`src/brle_pkg.sv`:
```
// Shared types and constants for the backward run-length run decoder.
package brle_pkg;

    localparam int SCREEN_BYTES = 32768;
    localparam int SPACE_W      = 16;
    localparam int ADDR_W       = 15;
    localparam int BYTE_W       = 8;
    localparam int LEN_W        = 7;
    localparam int STAT_W       = 2;

    // Result status codes
    localparam logic [STAT_W-1:0] ST_OK        = 2'd0;
    localparam logic [STAT_W-1:0] ST_OVERFLOW  = 2'd1;
    localparam logic [STAT_W-1:0] ST_UNDERFILL = 2'd2;

    // Decoder phase; code 3 is unused and decodes as PH_CTRL
    typedef enum logic [1:0] {
        PH_CTRL = 2'd0,
        PH_LIT  = 2'd1,
        PH_REP  = 2'd2
    } phase_t;

    // One run result beat
    typedef struct packed {
        logic [ADDR_W-1:0] top_address;
        logic [BYTE_W-1:0] fill_value;
        logic [LEN_W-1:0]  run_length;
        logic [STAT_W-1:0] status;
        logic              done_res;
    } result_t;

endpackage

```
`src/brle_decode_core.sv`:
```
// Decoder state and per-byte run computation.
module brle_decode_core (
    input  logic                     aclk,
    input  logic                     aresetn,
    input  logic                     accept,
    input  logic [7:0]               data_byte,
    input  logic                     last,
    output logic                     res_valid,
    output brle_pkg::result_t        res
);
    import brle_pkg::*;

    phase_t             phase_reg, phase_next;
    logic [LEN_W-1:0]   count_reg, count_next;
    logic [SPACE_W-1:0] space_reg, space_next;
    logic               stopped_reg, stopped_next;

    // run decision for the current byte
    logic               ovf;
    logic               have_run;
    logic [ADDR_W-1:0]  run_top;
    logic [LEN_W-1:0]   run_len;
    logic [SPACE_W-1:0] space_after;
    phase_t             phase_after;
    logic [LEN_W-1:0]   count_after;
    logic [SPACE_W-1:0] space_m1;
    logic [SPACE_W-1:0] rep_n;
    logic               close_ok;

    assign space_m1 = space_reg - SPACE_W'(1);
    assign rep_n    = {{(SPACE_W-LEN_W){1'b0}}, count_reg};

    // Work out the run this byte writes and the state it leaves
    always_comb begin
        ovf         = 1'b0;
        have_run    = 1'b0;
        run_top     = '0;
        run_len     = '0;
        space_after = space_reg;
        phase_after = phase_reg;
        count_after = count_reg;
        case (phase_reg)
            PH_LIT: begin
                if (space_reg == '0) begin
                    ovf = 1'b1;
                end else begin
                    have_run    = 1'b1;
                    run_top     = space_m1[ADDR_W-1:0];
                    run_len     = LEN_W'(1);
                    space_after = space_m1;
                    count_after = count_reg - LEN_W'(1);
                    if (count_after == '0) begin
                        phase_after = PH_CTRL;
                    end
                end
            end
            PH_REP: begin
                if (rep_n > space_reg) begin
                    // only what still fits is written
                    ovf         = 1'b1;
                    run_len     = space_reg[LEN_W-1:0];
                    run_top     = (space_reg != '0) ? space_m1[ADDR_W-1:0] : '0;
                    space_after = '0;
                end else if (count_reg != '0) begin
                    have_run    = 1'b1;
                    run_top     = space_m1[ADDR_W-1:0];
                    run_len     = count_reg;
                    space_after = space_reg - rep_n;
                end
                phase_after = PH_CTRL;
                count_after = '0;
            end
            default: begin
                // control byte
                count_after = data_byte[LEN_W-1:0];
                if (data_byte[7]) begin
                    phase_after = PH_REP;
                end else if (data_byte != '0) begin
                    phase_after = PH_LIT;
                end else begin
                    phase_after = PH_CTRL;
                end
            end
        endcase
    end

    assign close_ok = (phase_after == PH_CTRL) && (space_after == '0);

    // Next state
    always_comb begin
        phase_next   = phase_reg;
        count_next   = count_reg;
        space_next   = space_reg;
        stopped_next = stopped_reg;
        if (accept && !stopped_reg) begin
            phase_next   = phase_after;
            count_next   = count_after;
            space_next   = space_after;
            stopped_next = ovf || last;
        end
    end

    // Result beat
    always_comb begin
        res_valid       = 1'b0;
        res.top_address = run_top;
        res.fill_value  = data_byte;
        res.run_length  = run_len;
        res.status      = ST_OK;
        res.done_res    = 1'b0;
        if (accept && !stopped_reg) begin
            if (ovf) begin
                res_valid    = 1'b1;
                res.status   = ST_OVERFLOW;
                res.done_res = 1'b1;
            end else if (last) begin
                res_valid    = 1'b1;
                res.status   = close_ok ? ST_OK : ST_UNDERFILL;
                res.done_res = 1'b1;
                if (!have_run) begin
                    res.top_address = '0;
                    res.fill_value  = '0;
                    res.run_length  = '0;
                end
            end else begin
                res_valid = have_run;
            end
        end
    end

    always_ff @(posedge aclk) begin
        if (!aresetn) begin
            phase_reg   <= PH_CTRL;
            count_reg   <= '0;
            space_reg   <= SPACE_W'(SCREEN_BYTES);
            stopped_reg <= 1'b0;
        end else begin
            phase_reg   <= phase_next;
            count_reg   <= count_next;
            space_reg   <= space_next;
            stopped_reg <= stopped_next;
        end
    end

endmodule

```
`src/brle_out_fifo.sv`:
```
// Two-entry result buffer between the decoder and the result channel.
module brle_out_fifo (
    input  logic               aclk,
    input  logic               aresetn,
    input  logic               push,
    input  brle_pkg::result_t  push_data,
    output logic               not_full,
    output logic               m_valid,
    input  logic               m_ready,
    output brle_pkg::result_t  pop_data
);
    import brle_pkg::*;

    result_t     mem_reg [2];
    logic        wr_ptr_reg, wr_ptr_next;
    logic        rd_ptr_reg, rd_ptr_next;
    logic [1:0]  cnt_reg, cnt_next;
    logic        pop;

    assign m_valid  = (cnt_reg != 2'd0);
    assign not_full = (cnt_reg != 2'd2);
    assign pop      = m_valid && m_ready;
    assign pop_data = mem_reg[rd_ptr_reg];

    // pointer and fill count update
    always_comb begin
        wr_ptr_next = push ? ~wr_ptr_reg : wr_ptr_reg;
        rd_ptr_next = pop ? ~rd_ptr_reg : rd_ptr_reg;
        cnt_next    = cnt_reg + 2'(push) - 2'(pop);
    end

    always_ff @(posedge aclk) begin
        if (!aresetn) begin
            wr_ptr_reg <= 1'b0;
            rd_ptr_reg <= 1'b0;
            cnt_reg    <= 2'd0;
        end else begin
            wr_ptr_reg <= wr_ptr_next;
            rd_ptr_reg <= rd_ptr_next;
            cnt_reg    <= cnt_next;
        end
    end

    // payload storage, no reset
    always_ff @(posedge aclk) begin
        if (push) begin
            mem_reg[wr_ptr_reg] <= push_data;
        end
    end

endmodule

```
`src/backward_rle_run_decoder_unit.sv`:
```
// Top level of the backward run-length run decoder.
// Each result is registered in the two-entry result buffer before it appears on the m_ beats.
// One encoded byte is taken per cycle while s_ready is high; the two-entry result buffer sets s_ready.
// s_ready drops only while both result entries are occupied.
// Reset (aresetn low, synchronous): phase to control byte, screen space full,
// pending count zero, stop flag clear, result buffer empty.
module backward_rle_run_decoder_unit (
    input  logic                         aclk,
    input  logic                         aresetn,
    input  logic                         s_valid,
    output logic                         s_ready,
    input  logic [brle_pkg::BYTE_W-1:0]  s_data_byte,
    input  logic                         s_last,
    output logic                         m_valid,
    input  logic                         m_ready,
    output logic [brle_pkg::ADDR_W-1:0]  m_top_address,
    output logic [brle_pkg::BYTE_W-1:0]  m_fill_value,
    output logic [brle_pkg::LEN_W-1:0]   m_run_length,
    output logic [brle_pkg::STAT_W-1:0]  m_status,
    output logic                         m_done_res
);
    import brle_pkg::*;

    logic    accept;
    logic    res_valid;
    result_t res;
    result_t out_res;

    assign accept = s_valid && s_ready;

    brle_decode_core u_core (
        .aclk      (aclk),
        .aresetn   (aresetn),
        .accept    (accept),
        .data_byte (s_data_byte),
        .last      (s_last),
        .res_valid (res_valid),
        .res       (res)
    );

    brle_out_fifo u_fifo (
        .aclk      (aclk),
        .aresetn   (aresetn),
        .push      (res_valid),
        .push_data (res),
        .not_full  (s_ready),
        .m_valid   (m_valid),
        .m_ready   (m_ready),
        .pop_data  (out_res)
    );

    assign m_top_address = out_res.top_address;
    assign m_fill_value  = out_res.fill_value;
    assign m_run_length  = out_res.run_length;
    assign m_status      = out_res.status;
    assign m_done_res    = out_res.done_res;

endmodule

```
`config.mk`:
```
export PLATFORM = sky130hd
export DESIGN_NAME = backward_rle_run_decoder_unit
export DESIGN_NICKNAME = d
export VERILOG_FILES = /design/src/brle_pkg.sv /design/src/brle_decode_core.sv /design/src/brle_out_fifo.sv /design/src/backward_rle_run_decoder_unit.sv
export SDC_FILE = /design/constraint.sdc
export NUM_CORES = 1
export LEC_CHECK = 0
export ABC_AREA = 1
export ABC_CLOCK_PERIOD_IN_PS = 10800
export BUFFER_PORTS_ARGS = -buffer_cell sky130_fd_sc_hd__buf_4
export CORE_UTILIZATION = 60
export DETAILED_ROUTE_END_ITERATION = 10
export PLACE_DENSITY = 0.9
export REMOVE_ABC_BUFFERS = 1
export SYNTH_ARGS = -nofsm -noshare
export SYNTH_HDL_FRONTEND = slang
export SYNTH_SLANG_ARGS = --single-unit
```
`constraint.sdc`:
```
create_clock -name aclk -period 10.8 [get_ports aclk]
set_input_delay 0.54 -clock aclk [delete_from_list [all_inputs] [get_ports aclk]]
set_output_delay 0.54 -clock aclk [all_outputs]
set_load 0.01 [all_outputs]
```
### Yosys cells after proc, flatten, opt, wreduce, memory -nomap -nowiden

Memories as Yosys holds them, arrays and structs flattened. A register that Yosys moved wholly into a read port is not among the register bits.
Index checks and enable logic that the tools add are counted.

* bits in writable memories: 66
* input bits: 13
* memories: 1
* register bits: 30
* output and inout bits: 35

Memories
* u_fifo.mem_reg: depth 2, bits a word 33, rd ports 1, clocked after Yosys merged registers in 1, write ports 1, line brle_out_fifo.sv:14 `result_t mem_reg [2];`

* eq/ne operators: 4
* bitwise gates (word level): 2
* add/subtract/negate cells: 5
* reductions and logical operators: 15
* multiplexer cells: 40
* order comparisons: 1

Operator list (number)
* two-way mux 33 bit: 2
* two-way mux 15 bit: 4
* two-way mux 30 bit: 2
* two-way mux 16 bit: 3
* logical NOT 16 bit: 2
* one-hot mux 16 bit (2 select lines): 1
* one-hot mux 15 bit (2 select lines): 1
* one-hot mux 7 bit (2 select lines): 2
* two-way mux 7 bit: 3
* greater-than comparator 7 x 16 -> 1 bit: 1
* nonzero test 16 bit: 1
* subtractor 16 x 1 -> 16 bit, second input constant: 1
* subtractor 16 x 7 -> 16 bit: 1
* two-way mux 1 bit: 14
* two-way mux 2 bit: 4
* nonzero test 8 bit: 1
* logical NOT 7 bit: 1
* nonzero test 7 bit: 1
* subtractor 7 x 1 -> 7 bit, second input constant: 1
* logical AND 1 bit: 4
* != test 2 bit, second input constant: 2
* one-hot mux 1 bit (2 select lines): 2
* one-hot mux 2 bit (2 select lines): 1
* two-way mux 3 bit: 1
* 10 further kinds: 11

### Depth between registers and ports, before layout

Gate-level depths: netlist of run 1.

* depth in word-level cells: 11
* depth in mapped cells: 19
* gate-level depth less buffers: 19

### Modules after synthesis

A second synthesis of run 1 with hierarchy kept.

* cells, all modules: 694
* area total of the unflattened synthesis: 5874.4 um^2

Modules (own cells, without submodules)
* brle_decode_core: area each 3091.7 um^2, cells each 553, times used 1
* brle_out_fifo: area each 2775.2 um^2, cells each 139, times used 1
* backward_rle_run_decoder_unit: area each 7.5 um^2, cells each 2, times used 1

### Least setup slack after synthesis of run 1

Ideal clock, no wire load.

* kind: register -> register
* from: reg u_core.space_reg[0]
* to: mem u_fifo.mem_reg[0][0] (netlist name) (enable)
* setup time: 0.423 ns
* path slack: 6.792 ns
* data required time: 10.377 ns
* period minus slack after synthesis: 4.008 ns
* stages on the path, launching flop included: 17
* buffers on the path: 0
* data arrival time: 3.585 ns
* cell sequence: dfxtp_1 -> inv_1 -> ha_1 -> fa_1 -> inv_1 -> nand2_1 -> nand2_1 -> nand3_2 -> nand3_4 -> nand2_4 -> inv_4 -> nand3_2 -> nand2_4 -> nor2_1 -> a21oi_2 -> inv_1 -> nor2_1

* longest elaborated chain between the ends: 8

Ends and longest elaborated chain
* start, declared: line brle_decode_core.sv:15 `logic [SPACE_W-1:0] space_reg, space_next;`
* start signal, assigned: line brle_decode_core.sv:135 `space_reg <= SPACE_W'(SCREEN_BYTES);`
* start signal, assigned: line brle_decode_core.sv:140 `space_reg <= space_next;`
* greater-than comparator 7 x 16 -> 1 bit / logical NOT 16 bit (equally long branches): line brle_decode_core.sv:58, brle_decode_core.sv:44
* two-way mux 1 bit, on equally long branches: line brle_decode_core.sv:58, brle_decode_core.sv:44
* one-hot mux 1 bit (2 select lines): line brle_decode_core.sv:42 `case (phase_reg)`
* two-way mux 1 bit: line brle_decode_core.sv:116 `end else if (last) begin`
* two-way mux 1 bit *: line brle_decode_core.sv:112 `if (ovf) begin`
* two-way mux 1 bit *: line brle_decode_core.sv:111 `if (accept && !stopped_reg) begin`
* two-way mux 1 bit *: line brle_out_fifo.sv:46 `if (push) begin`
* two-way mux 1 bit (not written as such) *: line brle_out_fifo.sv:47 `mem_reg[wr_ptr_reg] <= push_data;`
* end, declared: line brle_out_fifo.sv:14

Every way passes the cells marked *; elsewhere a longest branch is shown, timed or not.

### Worst setup path in the final report of run 1

* from: reg u_core.space_reg[0]
* to: mem u_fifo.mem_reg[1][8] (netlist name) (enable)

Same word-level chain as after synthesis.

==> impl_results.md, run 1 <==
* Hold EP: u_fifo.rd_ptr_reg
* Via count at 5085
* DRC viols at 0
* GRT Residual Overflow at 0
* Share of layout cells above drive strength 1 at 0.199
* Post-DR vias/cell at 5.87
* Status: completed
* CTS tree: done
* Ys flop type: edfxtp_1
* Slew HR at 0.438
* # clock sinks at 97
* Synth top area cells: edfxtp_1, dfxtp_1, nand2_1, mux2_2, inv_1
* Startpoint type of the worst setup path: register
* Critical path required time at 10.85 ns
* FF-to-FF setup slack at 6.76 ns
* # H-tree levels at 3
* Die Y at 101 um
* CTS max path bufs at 2
* Register area share after synthesis at 0.444
* Pin count of the biggest net entering global routing at 34
* Hold_ws at 0.477 ns
* Dpl cells at 850
* CP dominant cell by count: inv_1
* Warning count from the yosys run at 0
* Fin nets at 763
* Max VDD drop at 0.115 mV
* Initial antenna violation count at 0
* Routed len/inst at 17.1 um
* Worst setup EP type: register
* R2R Path End: u_fifo.mem_reg[1][8]
* Initial core utilization at 0.625
* RSZ-0062 raised after global routing: no
* Worst reg-to-reg path cell count at 17
* Leading area contributor after synthesis: edfxtp_1
* Critical Path, Cell by Cell: inv_1 -> ha_1 -> fa_1 -> inv_1 -> nand2_1 -> nand2_1 -> nand3_2 -> nand3_4 -> nand2_4 -> inv_4 -> nand3_2 -> nand2_4 -> nor2_1 -> a21oi_2 -> inv_1 -> nor2_2 -> buf_4
* Setup TNS at 0 ns
* Standard-cell row count at 35
* Data arrival, critical path at 4.09 ns
* Die ar. at 10200 um^2
* # IOs at 48
* Min Tclk post-route at 4.04 ns
* Hold Vio Cnt, Final at 0
* Antenna-violating nets left at 0
* Syn Inst Count at 692
* Total CTS buffers at 9
* HPWL after DPL at 10500 um
* Final Cycle Share at 0.374
* GRT Overall Usage at 0.301
* Worst path slowest cell: nor2_2
* Final setup violation count at 0
* DR pass1 iterations at 6
* Routability cong. at 1.00
* Setup bufs post-CTS at 0
* First-pass GRT wire length at 23200 um
* HP Class: reg -> reg
* Crit Path Class: reg -> reg
* Final setup skew at 0.0164 ns
* Max-slew violations at 0
* Post-Syn Area at 5860 um^2
* CTS resizes at 0
* Flops & latches, synth at 97
* Hold Path Depth at 1
* Core ar. at 9370 um^2
* Fin cells at 866
* Distinct cells, synth at 43
* CP bufs+invs at 5
* Max Fclk at 247 MHz
* Max reg flops at 66
* Port bufs at 47
* Power per cell area at 251 nW/um^2
* Vias in the first global route at 4657
* Worst-Margin Slew at 0.842 ns
* Area grow syn2layout at 10.5%
* Post-CTS Hold Buffers at 0
* Crit path max fanout at 19
* Clk_lat worst skew at 0.37 ns
* Lkg Pwr at 2.92 nW
* Critical Path Max Stage Delay at 0.58 ns
* Final WL at 14800 um
* Die width at 101 um
* Yosys top cell area share at 0.338
* Syn avg cell area at 8.47 um^2
* N_diodes at 0
* Asr flop ratio synth at 0
* Hold Path Origin: u_fifo.rd_ptr_reg
* R2r startpoint: u_core.space_reg[0]
* Largest delay share family, worst path: simple AND/OR/NAND/NOR gates
* EDFF count, synth at 66
* Initial detailed-routing violation count at 738
* CTS clk-pin slew, worst paths at 0.10 ns
* Root buf cell: clkbuf_8
* Max-cap violations at 0
[synth_stat cells (2+ instances only)]
cell      instances
nor2_1           76
dfxtp_1          31
nand4_1          11
nand3_4           3
mux2_2           33
nand2_4           5
o22ai_1           4
inv_2             3
nand2_1         147
nand3_2           2
buf_2             5
clkbuf_1         14
a22oi_1           2
nor2_2           16
edfxtp_1         66
nand2_2           3
o21ai_0          34
nand3b_1          2
or2_2             2
a211oi_1          2
xor2_1           12
a221oi_1          4
buf_6             4
ha_1             17
inv_1            91
a21oi_1          31
o211ai_1          5
o21ai_1           5
nand3_1          43
nor2_4            5
nor2_8            2
[placed cells by master (no fill, tap or decap), drive strengths merged, types with 12 or more instances in the layout]
cell	n
nand3	48
nand2	155
ha	17
nor2	99
o21ai	39
dfxtp	31
inv	98
mux2	33
edfxtp	66
xor2	12
a21oi	32
buf	52
[layout make-up]
type                    instances  area, um^2
clock buffers                   9         124
clock inverters                 7        61.3
fillers                       710        2900
inverters                      95         359
multi-input cells             477        2780
flip-flops and latches         97        2600
well taps                     129         161
repair buffers                 52         390
[report_power, final]
group          switching [mW]  leakage [nW]  internal (mW)
combinational           0.576          1.95          0.302
clock                   0.144        0.0953         0.0885
sequential             0.0525         0.875          0.465
[kinds of logic after synthesis]
logic type,Yosys count,share of synthesized area
buffers and inverters,118,0.0822
adder cells (fa/ha/maj),18,0.0397
XOR/XNOR,12,0.0179
AO/OA/AOI/OAI,94,0.0942
flip-flops,97,0.444
multiplexers,33,0.0634
AND/OR/NAND/NOR,320,0.258
[metal layers]
layer	up-vias	global-route usage	share of wire
li1	2369	-	-
met1	2361	0.395	0.40
met2	308	0.495	0.47
met3	47	0.0492	0.099
met4	0	0.125	0.030
met5	-	0	0
[stage by stage]
stage	utilization	worst slack, ns	area (um^2)	power, mW
6_report	0.691	6.76	6480	1.63
4_1_cts	0.691	6.80	6480	1.60
3_3_place_gp	0.671	6.96	6290	1.34
3_5_place_dp	0.671	6.86	6290	1.37
2_1_floorplan	-	6.66	5740	1.12
5_1_grt	0.691	6.53	6480	1.73
[how the worst max path moves through the flow]
stage | startpoint | end | depth (start not counted)
finish | u_core.space_reg[0] | u_fifo.mem_reg[1][8] | 17
global route | u_core.space_reg[0] | u_fifo.mem_reg[1][8] | 17
CTS | u_core.space_reg[0] | u_fifo.mem_reg[1][8] | 17
detailed placement | u_core.space_reg[0] | u_fifo.mem_reg[1][15] | 17
global placement | u_core.space_reg[0] | u_fifo.mem_reg[1][10] | 17
floorplan | u_core.space_reg[0] | u_fifo.mem_reg[0][0] | 16
No activity file was read; power rests on OpenSTA's default activity.
==> run 2, diff against run 1 <==
- ABC_AREA: 1 -> 0
- ABC_CLOCK_PERIOD_IN_PS: 10800 -> 3790
- clock period: 10.8 -> 3.79 ns (I/O delays scaled with it)
==> run 2 against run 1 <==
Effect of this change:
- die area is 4.4% lower
- clock power rose to 2.8 times the previous value
- sequential power increased to 2.6 times the previous value
- sequential cell count is the same
- count of clock-buffer cells in the layout unchanged
- combinational power up 110%
- via count shrank 5.4%
==> impl_results.md, run 2 <==
* Die width at 98.6 um
* Lkg Pwr at 2.36 nW
* Setup ws final at 0.174 ns
* Fin cells at 717
* Syn avg cell area at 10.1 um^2
* Worst setup EP type: register
* Largest delay share family, worst path: compound AO/OA/AOI/OAI gates
* Post-DR vias/cell at 6.71
* Layout Utilization at 0.716
* Syn Inst Count at 553
* Final Cell Area at 6360 um^2
* GRT Residual Overflow at 0
* Root buf cell: clkbuf_8
* Standard-cell row count at 34
* Port bufs at 47
* Startpoint type of the worst setup path: register
* Post-Syn Area at 5600 um^2
* Total CTS buffers at 9
* Final Cycle Share at 0.954
* Leading area contributor after synthesis: edfxtp_1
* Flops & latches, synth at 97
* First-pass GRT wire length at 22900 um
* Yosys top cell area share at 0.354
* GRT Overall Usage at 0.304
* Power per cell area at 597 nW/um^2
* Area grow syn2layout at 13.7%
* HPWL after DPL at 10600 um
* Die Y at 98.6 um
* Hold_ws at 0.0155 ns
* Critical Path Max Stage Delay at 0.53 ns
* Post-CTS Hold Buffers at 0
* Placed cell area at 6150 um^2
* Pin count of the biggest net entering global routing at 34
* CP bufs+invs at 1
* Synth top cells by count: nor2_1, edfxtp_1, nand2_1
* CTS clk-pin slew, worst paths at 0.10 ns
* Max Fclk at 277 MHz
* Die ar. at 9720 um^2
* Pre-CTS setup slack at 0.159 ns
* Share of layout cells above drive strength 1 at 0.223
* Dpl cells at 701
* # clock sinks at 97
* Initial core utilization at 0.629
* Max VDD drop at 0.231 mV
* N_diodes at 0
* Slew HR at 0.574
* RSZ-0062 raised after global routing: no
* Synth top area cells: edfxtp_1, dfxtp_1, mux2_2, nor2_1, ha_1
* Antenna-violating nets left at 0
* HP Class: in -> reg
* Routability cong. at 1.01
* Most frequent cells in the layout: nor2_1, buf_4, edfxtp_1, nand2_1, mux2_2
* Fin nets at 635
* Initial detailed-routing violation count at 721
* CTS tree: done
* Worst path slowest cell: or4_1
* DR pass1 iterations at 5
* Ys flop type: edfxtp_1
* Warning count from the yosys run at 0
* EDFF count, synth at 66
* # IOs at 48
* Max-slew violations at 0
* Clk_lat worst skew at 0.37 ns
* Status: completed
* # H-tree levels at 3
* Vias in the first global route at 4469
* Commonest non-fill, non-tap cell in the layout: nor2_1
* Critical path required time at 3.91 ns
* Max reg flops at 66
* Final setup violation count at 0
* Count leader, synth: nor2_1
* Distinct cells, synth at 76
* Critical Path, Cell by Cell: inv_1 -> ha_1 -> nor2b_2 -> o311ai_4 -> o211ai_4 -> a31o_1 -> a211oi_1 -> nand4_1 -> or4_1 -> o31a_1
* DRC viols at 0
* Register area share after synthesis at 0.465
* Hold Vio Cnt, Final at 0
* Min Tclk post-route at 3.62 ns
* Final setup skew at 0.0134 ns
* Via count at 4812
* Crit Path Class: reg -> reg
* Final WL at 14600 um
* Asr flop ratio synth at 0
* Routed len/inst at 20.4 um
* Initial antenna violation count at 0
* Max-cap violations at 0
* Setup bufs post-CTS at 0
* Data arrival, critical path at 3.73 ns
* Worst-Margin Slew at 0.636 ns
* Core ar. at 8890 um^2
* Crit path max fanout at 12
* CTS max path bufs at 2
-- run 2: cells by family after synthesis --
logic type / share of synthesized area
mux: 0.0700
flops: 0.465
fa+ha+maj: 0.0416
simple gates: 0.192
compound gates: 0.167
xor+xnor: 0.0282
buf+inv: 0.0360
-- run 2: repair_timing --
action / 4_1_cts / 5_1_grt
gates resized for setup: 0 / 5
endpoints found under the hold margin: 0 / 0
endpoints found under the setup margin: 0 / 73
-- run 2: area by class of cell --
| type | count | area, um^2 |
|---|---|---|
| multi-input cells | 407 | 2820 |
| clock buffers | 9 | 124 |
| inverters | 20 | 75.1 |
| clock inverters | 7 | 61.3 |
| fillers | 633 | 2530 |
| well taps | 108 | 135 |
| repair buffers | 69 | 543 |
| flip-flops and latches | 97 | 2600 |
-- run 2: final timing paths --
path | from | endpoint | slack [ns] | cells after the start
worst min register to register | u_core.count_reg[6] | u_core.count_reg[6] | 0.49 | 2
worst max-delay path | u_core.count_reg[2] | u_fifo.mem_reg[1][2] | 0.17 | 10
worst max register to register | u_core.count_reg[2] | u_fifo.mem_reg[1][2] | 0.17 | 10
worst min-delay path | aresetn | u_core.space_reg[15] | 0.02 | 2
-- run 2: metal layers --
layer | routed length [um] | up-vias | track usage
met2 | 6840 | 320 | 0.486
li1 | - | 2161 | -
met3 | 1430 | 45 | 0.0511
met5 | 0 | - | 0
met1 | 6000 | 2286 | 0.420
met4 | 366 | 0 | 0.110
-- run 2: power by group --
part / internal (mW) / switching [mW]
clock: 0.252 / 0.391
sequential: 1.26 / 0.103
combinational: 0.756 / 1.04
total: 2.27 / 1.54
-- run 2: metrics by stage --
stage	setup TNS, ns	total power [mW]
2_1_floorplan	-19.99	2.50
6_report	0	3.80
5_1_grt	0	3.98
3_3_place_gp	0	3.04
4_1_cts	0	3.73
3_5_place_dp	0	3.10
==> run 3, diff against run 2 <==
- CTS_CLUSTER_DIAMETER: unset -> 40
- RECOVER_POWER: unset -> 50
==> run 3 against run 2 <==
Effect of this change:
- the flow now finishes with violations (max-capacitance violations, max-slew violations)
- count of clock-buffer cells in the layout unchanged
- critical path depth up 2
- combinational power shrank 4%
- utilization shrank 1.4 points
- critical path type unchanged
- critical endpoint unchanged
- largest cell class unchanged
- largest power group unchanged
==> impl_results.md, run 3 (synthesized netlist as in run 2, its figures left out) <==
* Status: complete, but fails checks
* Violated checks: max-capacitance violations, max-slew violations
* Crit path depth at 12
* Initial detailed-routing violation count at 617
* Setup ws final at 0.151 ns
* Worst path slowest cell: or4_1
* Placed cell area at 6150 um^2
* Critical path required time at 3.91 ns
* Fin nets at 635
* Slew HR at -0.189
* RSZ-0062 raised after global routing: no
* Critical Path Max Stage Delay at 0.53 ns
* Worst reg-to-reg path cell count at 12
* CTS resizes at 0
* Antenna-violating nets left at 0
* Lkg Pwr at 2.24 nW
* Largest delay share family, worst path: simple AND/OR/NAND/NOR gates
* Met3 Usage GRT at 0.0511
* Via count at 4816
* Crit path capture: u_fifo.mem_reg[1][2]
* Hold Path Origin: aresetn
* GRT met1 Usage at 0.420
* Vias in the first global route at 4469
* # clock sinks at 97
* Crit Path Class: reg -> reg
* Clk_lat worst skew at 0.37 ns
* GRT Residual Overflow at 0
* # IOs at 48
* Pre-CTS setup slack at 0.159 ns
* Final Cycle Share at 0.960
* Die Y at 98.6 um
* Pin count of the biggest net entering global routing at 34
* Die ar. at 9720 um^2
* GRT Overall Usage at 0.304
* Core ar. at 8890 um^2
* Post-CTS Hold Buffers at 0
* Data arrival, critical path at 3.76 ns
* Port bufs at 47
* Die width at 98.6 um
* Max-cap violations at 1
* Max Fclk at 275 MHz
* # H-tree levels at 3
* Area grow syn2layout at 11.4%
* Root buf cell: clkbuf_8
* Commonest non-fill, non-tap cell in the layout: nor2_1
* GR peak layer: met2
* Worst-Margin Slew at 1.78 ns
* CTS max path bufs at 2
* Hold Vio Cnt, Final at 0
* Max VDD drop at 0.229 mV
* R2r startpoint: u_core.space_reg[0]
* Total CTS buffers at 9
* Crit path max fanout at 7
* Final setup skew at 0.0112 ns
* Final setup violation count at 0
* Setup crit start: u_core.space_reg[0]
* Routability cong. at 1.01
* Max-slew violations at 34
* Initial antenna violation count at 0
* Critical Path, Cell by Cell: inv_1 -> ha_1 -> nor3b_1 -> clkbuf_1 -> and4_1 -> inv_2 -> and2_1 -> a211o_1 -> o21ai_1 -> nand4_1 -> or4_1 -> o31a_1
* FF-to-FF setup slack at 0.15 ns
* Final Cell Area at 6240 um^2
* M2 GR Usage at 0.486
* DRC viols at 0
* DR pass1 iterations at 6
* R2R Path End: u_fifo.mem_reg[1][2]
* Initial core utilization at 0.629
* CTS tree: done
* Share of layout cells above drive strength 1 at 0.161
* Worst setup EP type: register
* CP bufs+invs at 3
* Max reg flops at 66
* Post-DR vias/cell at 6.72
* Min Tclk post-route at 3.64 ns
* HP Class: in -> reg
* Routed len/inst at 20.3 um
* Setup bufs post-CTS at 0
* HPWL after DPL at 10600 um
* Final WL at 14600 um
* Power per cell area at 597 nW/um^2
* N_diodes at 0
* Standard-cell row count at 34
* Most frequent cells in the layout: nor2_1, edfxtp_1, nand2_1, clkbuf_1, buf_4
* CTS clk-pin slew, worst paths at 0.10 ns
* Startpoint type of the worst setup path: register
* First-pass GRT wire length at 22900 um
-- run 3: final cells by class --
| type | count | area [um^2] |
|---|---|---|
| multi-input combinational | 407 | 2820 |
| fill | 675 | 2660 |
| sequential | 97 | 2600 |
| timing repair buffer | 69 | 415 |
| tap | 108 | 135 |
| clock buffer | 9 | 124 |
| inverter | 20 | 75.1 |
| clock inverter | 7 | 61.3 |
-- run 3: per-stage QoR --
step	utilization	std cells	TNS [ns]	power, mW	hold WS, ns
after floorplan	-	524	-19.99	2.50	0.251
after global placement	0.692	701	0	3.04	0.397
after detailed placement	0.692	701	0	3.10	0.409
after CTS	0.712	717	0	3.73	0.0117
after global routing	0.701	717	0	3.90	0.0285
final	0.701	717	0	3.72	0.0161
-- run 3: power by group --
part | internal, mW | switching (mW)
combinational | 0.680 | 1.04
clock | 0.251 | 0.391
sequential | 1.26 | 0.102
total | 2.19 | 1.53
-- run 3: worst reg2reg max path: cells and delay by family, from the launching register on --
| family | cells | cell delay, ns |
|---|---|---|
| adder cells (fa/ha/maj) | 1 | 0.27 |
| AO/OA/AOI/OAI | 3 | 0.84 |
| flip-flops | 1 | 0.36 |
| buffers and inverters | 3 | 0.51 |
| AND/OR/NAND/NOR | 5 | 1.42 |
-- run 3: worst min path at each step --
stage / slack (ns) / to / cells after the start
after floorplan: 0.25 / u_core.space_reg[15] / 1
after global placement: 0.40 / u_core.space_reg[15] / 2
after detailed placement: 0.41 / u_core.space_reg[15] / 2
after CTS: 0.01 / u_core.space_reg[15] / 2
after global routing: 0.03 / u_core.space_reg[15] / 2
final: 0.02 / u_core.space_reg[15] / 2
-- run 3: routing by layer --
metal	part of all wire	vias up	routed length (um)
li1	-	2154	-
met3	0.11	45	1550
met1	0.40	2289	5860
met5	0	-	0
met4	0.024	0	350
met2	0.47	328	6790
